$ cat config.mk
export PLATFORM = sky130hd
export DESIGN_NAME = priority_command_mux_framer_unit
export DESIGN_NICKNAME = d
export VERILOG_FILES = /design/src/pcmf_pkg.sv /design/src/pcmf_cmd_table.sv /design/src/pcmf_scan_unit.sv /design/src/pcmf_framer.sv /design/src/priority_command_mux_framer_unit.sv
export SDC_FILE = /design/constraint.sdc
export NUM_CORES = 1
export LEC_CHECK = 0
export BUFFER_PORTS_ARGS = -buffer_cell sky130_fd_sc_hd__buf_2
export CORE_MARGIN = 10
export CORE_UTILIZATION = 40
export CTS_CLUSTER_SIZE = 16
export DETAILED_ROUTE_END_ITERATION = 7
export PLACE_DENSITY = 0.55
export SLEW_MARGIN = 20
export SYNTH_ARGS = -nofsm -noshare
export SYNTH_HDL_FRONTEND = slang
export SYNTH_SLANG_ARGS = --single-unit
$ cat constraint.sdc
create_clock -name aclk -period 9.6 [get_ports aclk]
set_clock_uncertainty 0.1 [all_clocks]
set_input_delay 1.44 -clock aclk [delete_from_list [all_inputs] [get_ports aclk]]
set_output_delay 1.44 -clock aclk [all_outputs]
set_load 0.1 [all_outputs]
$ cat src/pcmf_pkg.sv
package pcmf_pkg;

    // default number of command sources
    localparam int SOURCES_DEF = 8;

    // configuration register widths and reset values
    localparam int CFG_DATA_W = 16;
    localparam int CFG_IDX_W  = 2;
    localparam int NUM_W      = 4;
    localparam int MID_W      = 12;
    localparam int AGE_W      = 16;
    // width used to compare source counts against each other
    localparam int CMP_W      = NUM_W + 1;

    localparam logic [AGE_W-1:0] MAX_AGE_RST   = 16'd2000;
    localparam logic [MID_W-1:0] STEER_MID_RST = 12'd1500;
    localparam logic [NUM_W-1:0] NUM_SRC_RST   = 4'd8;

    // configuration register indexes
    localparam logic [CFG_IDX_W-1:0] CFG_MAX_AGE   = 2'd0;
    localparam logic [CFG_IDX_W-1:0] CFG_STEER_MID = 2'd1;
    localparam logic [CFG_IDX_W-1:0] CFG_NUM_SRC   = 2'd2;

    // held actuator values, signed thousandths
    localparam int HELD_W = 11;
    localparam logic signed [15:0] CMD_MAX = 16'sd1000;
    localparam logic signed [15:0] CMD_MIN = -16'sd1000;

    // operation codes
    typedef enum logic [1:0] {
        OP_STORE = 2'd0,
        OP_TICK  = 2'd1,
        OP_EMERG = 2'd2
    } op_t;

    // sequencer states
    typedef enum logic [1:0] {
        ST_IDLE,
        ST_SCAN,
        ST_FRAME
    } state_t;

    // input word
    typedef struct packed {
        logic [1:0]         operation;
        logic [2:0]         source;
        logic [31:0]        stamp;
        logic signed [15:0] cmd_throttle;
        logic signed [15:0] cmd_steering;
        logic [31:0]        now;
        logic signed [31:0] emergency_level;
    } in_word_t;

    // output word
    typedef struct packed {
        logic [7:0] frame_byte;
        logic       last_byte;
    } out_word_t;

    // one stored command
    typedef struct packed {
        logic [31:0]        stamp;
        logic signed [15:0] throttle;
        logic signed [15:0] steering;
    } cmd_entry_t;

    // per-source qualification from the compare unit
    typedef struct packed {
        logic fresh;
        logic thr_ok;
        logic steer_ok;
    } scan_res_t;

    // frame request from the sequencer
    typedef struct packed {
        logic                     start;
        logic signed [HELD_W-1:0] throttle;
        logic signed [HELD_W-1:0] steering;
        logic [MID_W-1:0]         steer_mid;
    } frm_cmd_t;

endpackage

$ cat src/pcmf_cmd_table.sv
module pcmf_cmd_table
    import pcmf_pkg::*;
#(
    parameter int SOURCES = SOURCES_DEF,
    parameter int SRC_W   = (SOURCES > 1) ? $clog2(SOURCES) : 1
) (
    input  logic             aclk,
    input  logic             aresetn,
    input  logic             wr_en,
    input  logic [SRC_W-1:0] wr_idx,
    input  cmd_entry_t       wr_entry,
    input  logic [SRC_W-1:0] rd_idx,
    output cmd_entry_t       rd_entry
);

    cmd_entry_t entry_reg [SOURCES];

    // latest command per source, cleared at reset
    always_ff @(posedge aclk) begin
        if (!aresetn) begin
            for (int i = 0; i < SOURCES; i++) begin
                entry_reg[i] <= '0;
            end
        end else if (wr_en) begin
            entry_reg[wr_idx] <= wr_entry;
        end
    end

    // scan read port
    assign rd_entry = entry_reg[rd_idx];

endmodule

$ cat src/pcmf_scan_unit.sv
module pcmf_scan_unit
    import pcmf_pkg::*;
(
    input  logic [31:0]      now,
    input  logic [AGE_W-1:0] max_age,
    input  cmd_entry_t       entry,
    output scan_res_t        res
);

    logic [31:0] age;

    // wrapping age of the command and freshness compare
    assign age       = now - entry.stamp;
    assign res.fresh = age < {16'd0, max_age};

    // range checks on the stored values
    assign res.thr_ok   = (entry.throttle >= CMD_MIN) && (entry.throttle <= CMD_MAX);
    assign res.steer_ok = (entry.steering >= CMD_MIN) && (entry.steering <= CMD_MAX);

endmodule

$ cat src/pcmf_framer.sv
module pcmf_framer
    import pcmf_pkg::*;
(
    input  logic      aclk,
    input  logic      aresetn,
    input  frm_cmd_t  cmd,
    output logic      busy,
    output logic      m_valid,
    input  logic      m_ready,
    output out_word_t m_data
);

    localparam logic [2:0] POS_HDR   = 3'd0;
    localparam logic [2:0] POS_SPD_L = 3'd1;
    localparam logic [2:0] POS_SPD_H = 3'd2;
    localparam logic [2:0] POS_ANG_L = 3'd3;
    localparam logic [2:0] POS_ANG_H = 3'd4;
    localparam logic [2:0] POS_SUM   = 3'd5;
    localparam logic [2:0] POS_FTR   = 3'd6;

    localparam logic [7:0]  HDR_BYTE  = 8'hAA;
    localparam logic [7:0]  FTR_BYTE  = 8'h55;
    localparam logic [15:0] SPD_NEUTR = 16'd1500;

    logic        busy_reg;
    logic [2:0]  cnt_reg;
    logic [15:0] speed_reg;
    logic [15:0] angle_reg;
    logic        valid_reg;
    out_word_t   data_reg;

    logic        load;
    logic [7:0]  sum;
    logic [7:0]  sel_byte;
    logic [15:0] speed_next;
    logic [15:0] angle_next;

    // pulse widths from the selected values
    assign speed_next = SPD_NEUTR + {{(16-HELD_W){cmd.throttle[HELD_W-1]}}, cmd.throttle};
    assign angle_next = {{(16-MID_W){1'b0}}, cmd.steer_mid}
                        - {{(16-HELD_W){cmd.steering[HELD_W-1]}}, cmd.steering};

    // checksum over the four payload bytes
    assign sum = speed_reg[7:0] + speed_reg[15:8] + angle_reg[7:0] + angle_reg[15:8];

    // byte for the current position
    always_comb begin
        case (cnt_reg)
            POS_HDR:   sel_byte = HDR_BYTE;
            POS_SPD_L: sel_byte = speed_reg[7:0];
            POS_SPD_H: sel_byte = speed_reg[15:8];
            POS_ANG_L: sel_byte = angle_reg[7:0];
            POS_ANG_H: sel_byte = angle_reg[15:8];
            POS_SUM:   sel_byte = sum;
            POS_FTR:   sel_byte = FTR_BYTE;
            default:   sel_byte = FTR_BYTE;
        endcase
    end

    // next byte moves into the output register when it is free
    assign load = busy_reg && (!valid_reg || m_ready);

    // byte sequencing
    always_ff @(posedge aclk) begin
        if (!aresetn) begin
            busy_reg <= 1'b0;
            cnt_reg  <= POS_HDR;
        end else if (cmd.start) begin
            busy_reg <= 1'b1;
            cnt_reg  <= POS_HDR;
        end else if (load) begin
            busy_reg <= (cnt_reg != POS_FTR);
            cnt_reg  <= cnt_reg + 3'd1;
        end
    end

    // frame values captured at start
    always_ff @(posedge aclk) begin
        if (cmd.start) begin
            speed_reg <= speed_next;
            angle_reg <= angle_next;
        end
    end

    // output register
    always_ff @(posedge aclk) begin
        if (!aresetn) begin
            valid_reg <= 1'b0;
        end else if (load) begin
            valid_reg <= 1'b1;
        end else if (m_ready) begin
            valid_reg <= 1'b0;
        end
    end

    always_ff @(posedge aclk) begin
        if (load) begin
            data_reg.frame_byte <= sel_byte;
            data_reg.last_byte  <= (cnt_reg == POS_FTR);
        end
    end

    assign busy    = busy_reg;
    assign m_valid = valid_reg;
    assign m_data  = data_reg;

    // a new frame never starts over one in progress
    a_start_idle: assert property (@(posedge aclk) disable iff (!aresetn)
        cmd.start |-> !busy_reg)
        else $error("frame start while framer busy");

    // the footer byte is the last one loaded for a frame
    a_footer_done: assert property (@(posedge aclk) disable iff (!aresetn)
        (load && cnt_reg == POS_FTR) |=> !busy_reg && valid_reg && data_reg.last_byte)
        else $error("footer byte not ending the frame");

endmodule

$ cat src/priority_command_mux_framer_unit.sv
// Priority command multiplexer and actuator framer. A store word writes the
// command of one source (ignored at or above num_sources), a set-emergency word
// writes the emergency level; neither gives an output. A tick word with a
// positive emergency level sends a neutral frame; otherwise one shared age
// comparator with two range checks walks the sources from 0 upward, one per
// cycle, and the first fresh in-range value of each actuator is held. A tick
// scans min(num_sources, SOURCES) sources, then sends seven output words
// through a one-byte output register; no new input word is taken until the
// framer has loaded the last of them.
// Configuration registers: 0 max_age, 1 steer_middle, 2 num_sources.
module priority_command_mux_framer_unit
    import pcmf_pkg::*;
#(
    parameter int SOURCES = SOURCES_DEF
) (
    input  logic                  aclk,
    input  logic                  aresetn,
    input  logic                  s_valid,
    output logic                  s_ready,
    input  in_word_t              s_data,
    output logic                  m_valid,
    input  logic                  m_ready,
    output out_word_t             m_data,
    input  logic                  cfg_wr_en,
    input  logic [CFG_IDX_W-1:0]  cfg_index,
    input  logic [CFG_DATA_W-1:0] cfg_wdata
);

    localparam int SRC_W = (SOURCES > 1) ? $clog2(SOURCES) : 1;
    localparam int CNT_W = $clog2(SOURCES + 1);
    localparam logic [CMP_W-1:0] SRC_LIMIT = CMP_W'(SOURCES);

    state_t state_reg;
    state_t state_next;

    logic [AGE_W-1:0]         max_age_reg;
    logic [MID_W-1:0]         steer_mid_reg;
    logic [NUM_W-1:0]         num_src_reg;
    logic signed [31:0]       emerg_reg;
    logic [31:0]              now_reg;
    logic [CNT_W-1:0]         idx_reg;
    logic                     got_thr_reg;
    logic                     got_steer_reg;
    logic signed [HELD_W-1:0] held_thr_reg;
    logic signed [HELD_W-1:0] held_steer_reg;

    logic             accept;
    logic             emerg_on;
    logic [CMP_W-1:0] active_n;
    logic [CMP_W-1:0] src_ext;
    logic             store_ok;
    logic             scan_end;
    logic             scan_step;
    cmd_entry_t       wr_entry;
    cmd_entry_t       rd_entry;
    scan_res_t        scan_res;
    frm_cmd_t         frm_cmd;
    logic             frm_busy;

    assign accept   = s_valid && s_ready;
    assign emerg_on = !emerg_reg[31] && (emerg_reg != 32'sd0);

    // number of sources in use, limited to the table size
    assign active_n = ({1'b0, num_src_reg} > SRC_LIMIT) ? SRC_LIMIT : {1'b0, num_src_reg};
    assign src_ext  = CMP_W'(s_data.source);
    assign store_ok = accept && (s_data.operation == OP_STORE) && (src_ext < active_n);

    assign scan_end  = CMP_W'(idx_reg) >= active_n;
    assign scan_step = (state_reg == ST_SCAN) && !scan_end;

    // command table
    assign wr_entry.stamp    = s_data.stamp;
    assign wr_entry.throttle = s_data.cmd_throttle;
    assign wr_entry.steering = s_data.cmd_steering;

    pcmf_cmd_table #(
        .SOURCES (SOURCES),
        .SRC_W   (SRC_W)
    ) u_table (
        .aclk     (aclk),
        .aresetn  (aresetn),
        .wr_en    (store_ok),
        .wr_idx   (src_ext[SRC_W-1:0]),
        .wr_entry (wr_entry),
        .rd_idx   (idx_reg[SRC_W-1:0]),
        .rd_entry (rd_entry)
    );

    // shared age and range compare
    pcmf_scan_unit u_scan (
        .now     (now_reg),
        .max_age (max_age_reg),
        .entry   (rd_entry),
        .res     (scan_res)
    );

    // frame builder and output register
    pcmf_framer u_framer (
        .aclk    (aclk),
        .aresetn (aresetn),
        .cmd     (frm_cmd),
        .busy    (frm_busy),
        .m_valid (m_valid),
        .m_ready (m_ready),
        .m_data  (m_data)
    );

    // next state
    always_comb begin
        state_next = state_reg;
        case (state_reg)
            ST_IDLE: begin
                if (accept && s_data.operation == OP_TICK) begin
                    state_next = emerg_on ? ST_FRAME : ST_SCAN;
                end
            end
            ST_SCAN: begin
                if (scan_end) begin
                    state_next = ST_FRAME;
                end
            end
            ST_FRAME: begin
                if (!frm_busy) begin
                    state_next = ST_IDLE;
                end
            end
            default: state_next = ST_IDLE;
        endcase
    end

    // outputs of the sequencer
    always_comb begin
        s_ready           = 1'b0;
        frm_cmd.start     = 1'b0;
        frm_cmd.throttle  = held_thr_reg;
        frm_cmd.steering  = held_steer_reg;
        frm_cmd.steer_mid = steer_mid_reg;
        case (state_reg)
            ST_IDLE: begin
                s_ready          = 1'b1;
                frm_cmd.start    = s_valid && (s_data.operation == OP_TICK) && emerg_on;
                frm_cmd.throttle = '0;
                frm_cmd.steering = '0;
            end
            ST_SCAN: begin
                frm_cmd.start = scan_end;
            end
            ST_FRAME: begin
                frm_cmd.start = 1'b0;
            end
            default: begin
                frm_cmd.start = 1'b0;
            end
        endcase
    end

    always_ff @(posedge aclk) begin
        if (!aresetn) begin
            state_reg <= ST_IDLE;
        end else begin
            state_reg <= state_next;
        end
    end

    // configuration registers
    always_ff @(posedge aclk) begin
        if (!aresetn) begin
            max_age_reg   <= MAX_AGE_RST;
            steer_mid_reg <= STEER_MID_RST;
            num_src_reg   <= NUM_SRC_RST;
        end else if (cfg_wr_en) begin
            case (cfg_index)
                CFG_MAX_AGE:   max_age_reg   <= cfg_wdata[AGE_W-1:0];
                CFG_STEER_MID: steer_mid_reg <= cfg_wdata[MID_W-1:0];
                CFG_NUM_SRC:   num_src_reg   <= cfg_wdata[NUM_W-1:0];
                default:       max_age_reg   <= max_age_reg;
            endcase
        end
    end

    // emergency level
    always_ff @(posedge aclk) begin
        if (!aresetn) begin
            emerg_reg <= '0;
        end else if (accept && s_data.operation == OP_EMERG) begin
            emerg_reg <= s_data.emergency_level;
        end
    end

    // tick time
    always_ff @(posedge aclk) begin
        if (accept && s_data.operation == OP_TICK) begin
            now_reg <= s_data.now;
        end
    end

    // scan index and found flags
    always_ff @(posedge aclk) begin
        if (!aresetn) begin
            idx_reg       <= '0;
            got_thr_reg   <= 1'b0;
            got_steer_reg <= 1'b0;
        end else if (accept && s_data.operation == OP_TICK) begin
            idx_reg       <= '0;
            got_thr_reg   <= 1'b0;
            got_steer_reg <= 1'b0;
        end else if (scan_step) begin
            idx_reg <= CNT_W'(idx_reg + 1'b1);
            if (scan_res.fresh && scan_res.thr_ok) begin
                got_thr_reg <= 1'b1;
            end
            if (scan_res.fresh && scan_res.steer_ok) begin
                got_steer_reg <= 1'b1;
            end
        end
    end

    // held actuator values take the first qualifying source
    always_ff @(posedge aclk) begin
        if (!aresetn) begin
            held_thr_reg   <= '0;
            held_steer_reg <= '0;
        end else if (scan_step && scan_res.fresh) begin
            if (!got_thr_reg && scan_res.thr_ok) begin
                held_thr_reg <= rd_entry.throttle[HELD_W-1:0];
            end
            if (!got_steer_reg && scan_res.steer_ok) begin
                held_steer_reg <= rd_entry.steering[HELD_W-1:0];
            end
        end
    end

    // the framer is quiet whenever the sequencer waits for a word
    a_idle_quiet: assert property (@(posedge aclk) disable iff (!aresetn)
        state_reg == ST_IDLE |-> !frm_busy)
        else $error("framer busy in idle");

    // held values stay within the actuator range
    a_held_range: assert property (@(posedge aclk) disable iff (!aresetn)
        (held_thr_reg >= -11'sd1000) && (held_thr_reg <= 11'sd1000)
        && (held_steer_reg >= -11'sd1000) && (held_steer_reg <= 11'sd1000))
        else $error("held value out of range");

    // a scan never runs past the sources in use
    a_scan_bound: assert property (@(posedge aclk) disable iff (!aresetn)
        state_reg == ST_SCAN |-> CMP_W'(idx_reg) <= active_n)
        else $error("scan index past active sources");

    // a frame follows every emergency tick
    a_tick_frame: assert property (@(posedge aclk) disable iff (!aresetn)
        (accept && s_data.operation == OP_TICK && emerg_on) |=> frm_busy)
        else $error("emergency tick did not start a frame");

endmodule
==> flow_metrics.tcl, run 1 <==
set metrics [dict create \
    outcome "complete, no violations" \
    synth_top_area_share_pct 52.8 \
    slew_viol_final 0 \
    critPathRequiredTime_ns 10.04 \
    clkSinkCount 681 \
    slew_headroom_pct 27.9 \
    htreeDepth 3 \
    rsz0062_at_grt "false" \
    routed_wl_um 92900 \
    cp_slowest_cell "dfxtp_4" \
    syn2layout_area_growth_pct 13.7 \
    viasPerCell 5.48 \
    yosys-top-cells-count "edfxtp_1, and2_1, nand2_1, mux4_2, a21oi_1" \
    worstPathArrival_ns 7.38 \
    hold-worst-slack_ns 0.353 \
    grt_max_degree 68 \
    drc_errors 0 \
    initialDrtViolationCount 1758 \
    synthFlopType "edfxtp_1" \
    die_area_mm2 0.0942 \
    crit_path_start_kind "register" \
    globalRouteOverflowTotal 0 \
    ioPinCount 167 \
    tightest_slew_ns 1.08 \
    via_count 20500 \
    hold_buffers 0 \
    powerDensity_mw_per_mm2 200 \
    cts_tree "built" \
    clockBufferDepth 3 \
    route.antenna.remaining_nets 0 \
    synth-async-reset-ratio_pct 0 \
    path_class "register to register" \
    cts_setup_buffers 0 \
    r2r_cells 22 \
    cts.clk_slew.worst_paths_ns 0.06 \
    syn_avg_cell_area_um2 13.4 \
    setup_viol 0 \
    post-route-min-period_ns 6.94 \
    ir_drop_uv 126 \
    synth_area_leaders "edfxtp_1, and2_1, mux4_2, dfxtp_1, ha_1" \
    port-buffer-count 166 \
    grt_pass1_wl_um 138000 \
    finalSetupTns_ns 0 \
    yosysMostFrequentCell "edfxtp_1" \
    initial_utilization_pct 40.3 \
    antenna_found_initial 22 \
    postSynthRegisterBits 681 \
    synth_cells 2461 \
    fin_nets 2855 \
    die_x_um 307 \
    cp-end-kind "register" \
    cts_buffers 77 \
    crit_fanout 38 \
    cpPeakStageDelay_ns 0.91 \
    fp.dieH_um 307 \
    clock_tree.root_cell "clkbuf_16" \
    hold_viol 0 \
    nFillCells 7272 \
    synth_top_area_cell "edfxtp_1" \
    cp_num_buf_inv 1 \
    synth_nets 2714 \
    critical_path.top_delay_family "simple AND/OR/NAND/NOR gates" \
    synth-edff-count 579 \
    yosysWarnings 0 \
    coreArea_mm2 0.0818 \
    dr.pass1.iters 5 \
    hold_path_depth 2 \
    synth_area_mm2 0.0329 \
    insertion_delay_ns 0.65 \
    worstSetupPathDepth 22 \
    maxCapViolCount 0 \
    num_rows 105 \
    hp-class "register to register" \
    final_layout_size_suffix_gt1_share_pct 18.3 \
    fmax_ghz 0.144 \
    grt_pass1_vias 20900 \
    cts_resized 0 \
    gp_congestion 0.863 \
    leakagePower_nw 13.6 \
    ys_seq_area_share_pct 59.0 \
    wl_per_cell_um 24.8 \
    yosysUniqueCellTypes 83 \
    place_hpwl_um 56300 \
    path_cells "buf_4 -> mux4_2 -> mux2i_1 -> ha_1 -> o211ai_1 -> a21oi_1 -> o21ai_2 -> nand2_1 -> a21o_1 -> a21oi_1 -> xnor2_1 -> ha_1 -> nand4_1 -> nor2_1 -> a211o_1 -> nand2_1 -> and3_1 -> or4b_1 -> nor4_2 -> nand3_2 -> nor2_8 -> mux2i_1" \
    finalCritPeriodShare_pct 72.3 \
    gr-usage-all-layers_pct 19.5 \
    largest_reg_flops 512 \
]
## routing by layer
layer	global-route usage (%)	vias to the layer above	routed length (µm)
met4	5.76	14	2280
met1	26.2	10400	40400
met2	31.9	635	44000
li1	-	9294	-
met5	0	-	90
met3	3.41	156	6130
## worst register-to-register path: stages, from the launching register on
cell	delay, ns
dfxtp_4	0.91
buf_4	0.51
mux4_2	0.56
mux2i_1	0.24
ha_1	0.33
o211ai_1	0.18
a21oi_1	0.10
o21ai_2	0.38
nand2_1	0.21
a21o_1	0.23
a21oi_1	0.19
xnor2_1	0.15
ha_1	0.26
nand4_1	0.11
nor2_1	0.06
a211o_1	0.28
nand2_1	0.07
and3_1	0.14
or4b_1	0.46
nor4_2	0.54
nand3_2	0.37
nor2_8	0.27
mux2i_1	0.22
## final cells by class
class / count / area, µm² / area share [%]
Antenna cell: 5 / 12.5 / 0.0334
Clock buffer: 98 / 2080 / 5.55
Clock inverter: 45 / 479 / 1.28
Inverter: 50 / 188 / 0.501
Multi-Input combinational cell: 1598 / 12900 / 34.4
Sequential cell: 681 / 19400 / 51.9
Tap cell: 1070 / 1340 / 3.58
Timing Repair Buffer: 194 / 1040 / 2.78
## cells in the final DEF (no fill, tap or decap), types with 29 or more instances in the layout
cell,n
edfxtp_1,579
and2_1,518
mux2i_1,87
buf_2,166
a21oi_1,104
ha_1,84
xnor2_1,29
dfxtp_1,99
nand2_1,227
mux4_2,115
nor2_1,68
clkbuf_16,78
o21ai_0,31
inv_1,48
## per-stage QoR
step | setup slack, ns | total power (W) | std cells | utilization, % | cell area [µm²]
after floorplan | 1.86 | 0.00424 | 2461 | - | 32900
after global placement | 2.81 | 0.00456 | 3593 | 42.6 | 34900
after detailed placement | 2.68 | 0.00458 | 3593 | 42.6 | 34900
after CTS | 2.63 | 0.00754 | 3736 | 45.7 | 37400
after global routing | 2.15 | 0.00777 | 3738 | 45.7 | 37400
final | 2.66 | 0.00747 | 3741 | 45.8 | 37400
## cells by family after synthesis
family / Yosys count / synth area share [%]
DFF: 681 / 59.0
xor gates and xnor gates: 44 / 1.17
and+or+nand+nor: 970 / 16.4
muxes: 230 / 12.1
AOI/OAI and AO/OA: 257 / 4.99
adders and majority gates: 97 / 3.98
buffers and inverters: 182 / 2.42
## path summary, 6_finish.rpt
path,startpoint,endpoint,slack (ns)
setup / recovery,register,held_thr_reg[9],2.66
hold / removal,emerg_reg[31],emerg_reg[31],0.35
setup reg to reg,register,held_thr_reg[9],2.66
hold reg to reg,emerg_reg[31],emerg_reg[31],0.35
## where the power goes
group	internal (W)	switching, W
registers	0.00334	0.0000731
clock network	0.00170	0.00126
logic	0.000418	0.000681
total	0.00546	0.00202
Power figures use the tool's default switching activity.
==> inputs of run 2 (changes only) <==
Settings changed: ABC_AREA set to 1.
Clock period 9.6 ns to 6.6 ns, I/O delays scaled along.
==> flow_metrics.tcl, run 2 <==
set metrics [dict create \
    initialDrtViolationCount 2190 \
    maxCapViolCount 0 \
    powerDensity_mw_per_mm2 265 \
    wl_per_cell_um 19.6 \
    synth_nets 3862 \
    yosys.area_share.simple_pct 20.4 \
    gp_congestion 0.840 \
    clkSinkCount 681 \
    comb_power_share_pct 9.1 \
    seqPwrFrac_pct 49.7 \
    largest_reg_flops 512 \
    finalSetupTns_ns 0 \
    final_common_cell "nor2_1" \
    fmax_ghz 0.185 \
    synth_top_area_share_pct 52.8 \
    hold_viol 0 \
    hold_path_depth 2 \
    clock_tree.root_cell "clkbuf_16" \
    htreeDepth 3 \
    fin_nets 3959 \
    power.share.switching_pct 25.1 \
    yosys-top-cells-count "nor2_1, edfxtp_1, nand2_1, o21ai_0, inv_1" \
    outcome "complete, no violations" \
    slew_headroom_pct 24.6 \
    tightest_slew_ns 1.13 \
    synth-xor-area-share_pct 0.985 \
    fp.dieH_um 307 \
    dpl-instance-area_mm2 0.0347 \
    synth-async-reset-ratio_pct 0 \
    globalRouteOverflowTotal 0 \
    switchingPower_w 0.00246 \
    cts.clk_slew.worst_paths_ns 0.06 \
    layout_common_cells "nor2_1, edfxtp_1, nand2_1, o21ai_0, inv_1" \
    insertion_delay_ns 0.65 \
    postSynthRegisterBits 681 \
    clkPwrFrac_pct 41.2 \
    final_layout_size_suffix_gt1_share_pct 8.79 \
    grt_pass1_vias 24100 \
    synthFlopType "edfxtp_1" \
    crit_path_start_kind "register" \
    syn_avg_cell_area_um2 9.12 \
    reg2reg_to "held_thr_reg[3]" \
    critPathRequiredTime_ns 7.01 \
    place_ws_ns 1.30 \
    layout_setup_ws_ns 1.21 \
    yosysWarnings 0 \
    post-route-min-period_ns 5.39 \
    viasPerCell 5.15 \
    place_hpwl_um 57500 \
    ir_drop_uv 166 \
    hp-class "register to register" \
    numPlacedInstances 4699 \
    routed_wl_um 95000 \
    synth_compound_area_share_pct 9.39 \
    ioPinCount 167 \
    rsz0062_at_grt "false" \
    hp-start "max_age_reg[15]" \
    synth_area_mm2 0.0329 \
    clockBufferDepth 3 \
    die_area_mm2 0.0941 \
    path_class "register to register" \
    cts_resized 0 \
    whs_endpoint "max_age_reg[15]" \
    synth_cells 3609 \
    via_count 24900 \
    hold-worst-slack_ns 0.358 \
    r2r_cells 25 \
    initial_utilization_pct 40.2 \
    worst-r2r-setup-slack_ns 1.21 \
    synth_top_family_by_area "simple AND/OR/NAND/NOR gates" \
    num_rows 105 \
    ys_seq_area_share_pct 59.0 \
    yosysMostFrequentCell "nor2_1" \
    syn2layout_area_growth_pct 12.6 \
    antenna_found_initial 7 \
    leakagePower_nw 15.7 \
    finalCritPeriodShare_pct 81.7 \
    muxShareOfSynthArea_pct 0 \
    synth_area_leaders "edfxtp_1, nor2_1, dfxtp_1, nand2_1, o21ai_0" \
    die_x_um 307 \
    gr-usage-all-layers_pct 19.7 \
    layoutNonFillerInstCount 4836 \
    slew_viol_final 0 \
    route.antenna.remaining_nets 0 \
    cts_tree "built" \
    drc_errors 0 \
    yosysUniqueCellTypes 41 \
    synthAdderAreaFrac_pct 3.99 \
    crit_fanout 73 \
    coreArea_mm2 0.0818 \
    grt_pass1_wl_um 144000 \
    worstPathArrival_ns 5.81 \
    cp-end-kind "register" \
    setup_viol 0 \
    cts_setup_buffers 0 \
    synth_top_area_cell "edfxtp_1" \
    stdcell_area_mm2 0.0371 \
    intPower_w 0.00735 \
    dr.pass1.iters 5 \
    hold_buffers 0 \
    cts_buffers 75 \
    grt_max_degree 132 \
    synth-edff-count 579 \
    port-buffer-count 166 \
]
-- run 2: cell count changes in the layout (fill, tap and decap cells not counted), sizes merged, moves of 87 or more --
cell   delta
and2    -517
nand2   +290
mux4    -128
o21ai   +354
inv     +281
mux2i    -87
nor2    +986
-- run 2: routing by layer --
layer | vias up | global-route usage, % | share of wire [%]
met5 | - | 0 | 0.031
met4 | 4 | 6.29 | 2.5
met3 | 145 | 2.97 | 6.4
met2 | 707 | 31.8 | 46
met1 | 11900 | 27.1 | 45
li1 | 12200 | - | -
-- run 2: kinds of logic (layout without fill, tap and decap cells) --
kind of cell / Yosys count / after routing
other cells: 0 / 1
simple gates: 1712 / 1712
compound gates: 568 / 568
fa+ha+maj: 97 / 97
xor+xnor: 37 / 37
buf+inv: 514 / 670
flops: 681 / 681
-- run 2: cell type report --
type | count | area (µm²)
fill | 7916 | 44800
sequential | 681 | 19400
clock buffer | 105 | 2000
clock inverter | 31 | 342
inverter | 331 | 1250
tap | 1070 | 1340
multi-input combinational | 2414 | 11600
timing repair buffer | 203 | 1120
antenna | 1 | 2.50
-- run 2: worst max path at each step --
stage	from	endpoint	slack (ns)	cells after the start
floorplan	register	held_steer_reg[5]	2.10	32
global placement	register	held_thr_reg[10]	1.43	26
finish	register	held_thr_reg[3]	1.21	25
detailed placement	register	held_thr_reg[3]	1.30	25
global route	register	held_thr_reg[0]	0.64	26
CTS	register	held_thr_reg[3]	1.28	25
-- run 2: through the flow --
stage                     utilization, %  total power [W]
after floorplan                        -          0.00554
after detailed placement            42.4          0.00586
final                               45.3          0.00981
after CTS                           45.3          0.00989
after global routing                45.3           0.0102
after global placement              42.4          0.00585
-- run 2: worst max-delay path: stages (launching register included) --
cell,delay [ns]
dfxtp_4,0.35
inv_4,0.60
o21ai_0,0.21
o221ai_1,0.19
o21ai_0,0.38
ha_1,0.51
nand2_1,0.11
nor2_1,0.16
inv_1,0.07
nor2_1,0.13
nand2_1,0.07
nand2_1,0.10
xor2_1,0.22
ha_1,0.29
nand2_1,0.08
nor2_1,0.04
a211oi_1,0.17
nand2_1,0.08
nor2_1,0.09
nand3_1,0.08
nor2_1,0.10
nand2_1,0.09
nor2_4,0.41
nand3_4,0.28
nor2_1,0.21
nor2_1,0.06
-- run 2: power groups by stage --
stage / registers, W / logic [W] / clock network, W
finish: 0.00487 / 0.000897 / 0.00404
global route: 0.00488 / 0.00101 / 0.00429
CTS: 0.00487 / 0.000903 / 0.00412
detailed placement: 0.00496 / 0.000899 / 0
global placement: 0.00496 / 0.000893 / 0
floorplan: 0.00497 / 0.000568 / 0
==> inputs of run 3 (changes only) <==
Settings changed: PLACE_DENSITY 0.55 to 0.57.
Clock period 6.6 ns to 4.34 ns, I/O delays scaled along.
==> flow_metrics.tcl, run 3 (synthesized netlist as in run 2, its figures left out) <==
set metrics [dict create \
    outcome "complete, no violations" \
    cts_tree "built" \
    hold_viol 0 \
    ioPinCount 167 \
    post-route-min-period_ns 4.26 \
    cp-end-kind "register" \
    insertion_delay_ns 0.64 \
    largest_reg_flops 512 \
    htreeDepth 3 \
    setup_viol 0 \
    critPathRequiredTime_ns 4.76 \
    path_class "register to register" \
    via_count 25600 \
    finalSetupTns_ns 0 \
    ir_drop_uv 245 \
    grt_max_degree 89 \
    finalCritPeriodShare_pct 98.1 \
    cpPeakStageDelay_ns 0.41 \
    layout_common_cells "nor2_1, edfxtp_1, nand2_1, inv_1, o21ai_0" \
    layoutNonFillerInstCount 4990 \
    rsz0062_at_grt "true" \
    leakagePower_nw 16.6 \
    coreArea_mm2 0.0818 \
    hold_buffers 0 \
    routed_wl_um 98800 \
    dr.pass1.iters 5 \
    drc_errors 0 \
    grt_pass1_wl_um 146000 \
    final_common_cell "nor2_1" \
    initialDrtViolationCount 1886 \
    place_ws_ns -0.0323 \
    die_area_mm2 0.0941 \
    cts.clk_slew.worst_paths_ns 0.06 \
    hp-class "input port to register" \
    route.antenna.remaining_nets 0 \
    critical_path.top_delay_family "simple AND/OR/NAND/NOR gates" \
    crit_fanout 9 \
    clockBufferDepth 3 \
    cts_buffers 74 \
    numPlacedInstances 4829 \
    slew_headroom_pct 25.0 \
    viasPerCell 5.13 \
    globalRouteOverflowTotal 0 \
    port-buffer-count 166 \
    clock_tree.root_cell "clkbuf_16" \
    cp_num_buf_inv 5 \
    tightest_slew_ns 1.12 \
    maxCapViolCount 0 \
    gr-usage-all-layers_pct 20.1 \
    layout_setup_ws_ns 0.0827 \
    place_hpwl_um 60500 \
    fp.dieH_um 307 \
    fmax_ghz 0.235 \
    wl_per_cell_um 19.8 \
    grt_pass1_vias 24500 \
    worst-r2r-setup-slack_ns 0.08 \
    worstPathArrival_ns 4.67 \
    antenna_found_initial 9 \
    gp_congestion 0.878 \
    clkSinkCount 681 \
    initial_utilization_pct 40.2 \
    final_layout_size_suffix_gt1_share_pct 14.2 \
    die_x_um 307 \
    crit_path_start_kind "register" \
    cp_slowest_cell "fa_2" \
    powerDensity_mw_per_mm2 389 \
    syn2layout_area_growth_pct 18.5 \
    fin_nets 4113 \
    num_rows 105 \
    slew_viol_final 0 \
]
[run 3: changes by cell type in the layout (fill, tap and decap cells not counted), sizes merged, moves of 2 or more]
| cell | delta |
|---|---|
| clkbuf | -11 |
| clkinv | +13 |
| nand3 | +4 |
| buf | +145 |
| bufinv | +2 |
| diode | +2 |
[run 3: metrics by stage]
step | utilization [%] | hold slack (ns) | instance area [µm²] | total power (W)
after CTS | 46.8 | 0.0668 | 38300 | 0.0152
after global routing | 47.6 | 0.0837 | 39000 | 0.0157
after detailed placement | 43.9 | 0.363 | 35900 | 0.00907
after floorplan | - | 0.335 | 32900 | 0.00842
after global placement | 43.9 | 0.354 | 35900 | 0.00905
final | 47.6 | 0.0921 | 39000 | 0.0152
[run 3: what timing repair did]
item,CTS,global route
gates resized for setup,4,109
pin swaps,1,29
cloned,2,9
setup buffers,0,15
endpoints found under the setup margin,22,24
[run 3: routing by layer]
metal | global-route usage (%) | share of wire (%)
met5 | 0 | 0.060
met4 | 6.53 | 2.3
met3 | 3.73 | 7.4
met2 | 32.7 | 47
met1 | 26.9 | 44
[run 3: layout make-up]
class	instances	area [µm²]
fill	7633	42800
sequential	681	19400
multi-input combinational	2418	11900
timing repair buffer	353	2680
clock buffer	89	1940
tap	1070	1340
inverter	331	1260
clock inverter	44	414
timing repair inverter	1	8.76
antenna	3	7.51
[run 3: power by group]
part | switching, W | leakage, nW | total [W] | internal, W
clock | 0.00267 | 1.16 | 0.00618 | 0.00351
sequential | 0.0000849 | 6.71 | 0.00741 | 0.00732
combinational | 0.00102 | 8.76 | 0.00159 | 0.000572
total | 0.00377 | 16.6 | 0.0152 | 0.0114
[run 3: path summary, 6_finish.rpt]
kind	startpoint	end	cells past startpoint
max reg2reg	register	held_thr_reg[7]	30
min	s_data[39]	now_reg[7]	1
max	register	held_thr_reg[7]	30
min reg2reg	max_age_reg[2]	max_age_reg[2]	2
[run 3: worst reg2reg max path: cells and delay by family, from the launching register on]
kind / cells / cell delay, ns
and+or+nand+nor: 15 / 1.44
adders and majority gates: 3 / 0.81
buffers and inverters: 5 / 0.74
AOI/OAI and AO/OA: 6 / 0.63
DFF: 1 / 0.35
xor gates and xnor gates: 1 / 0.07
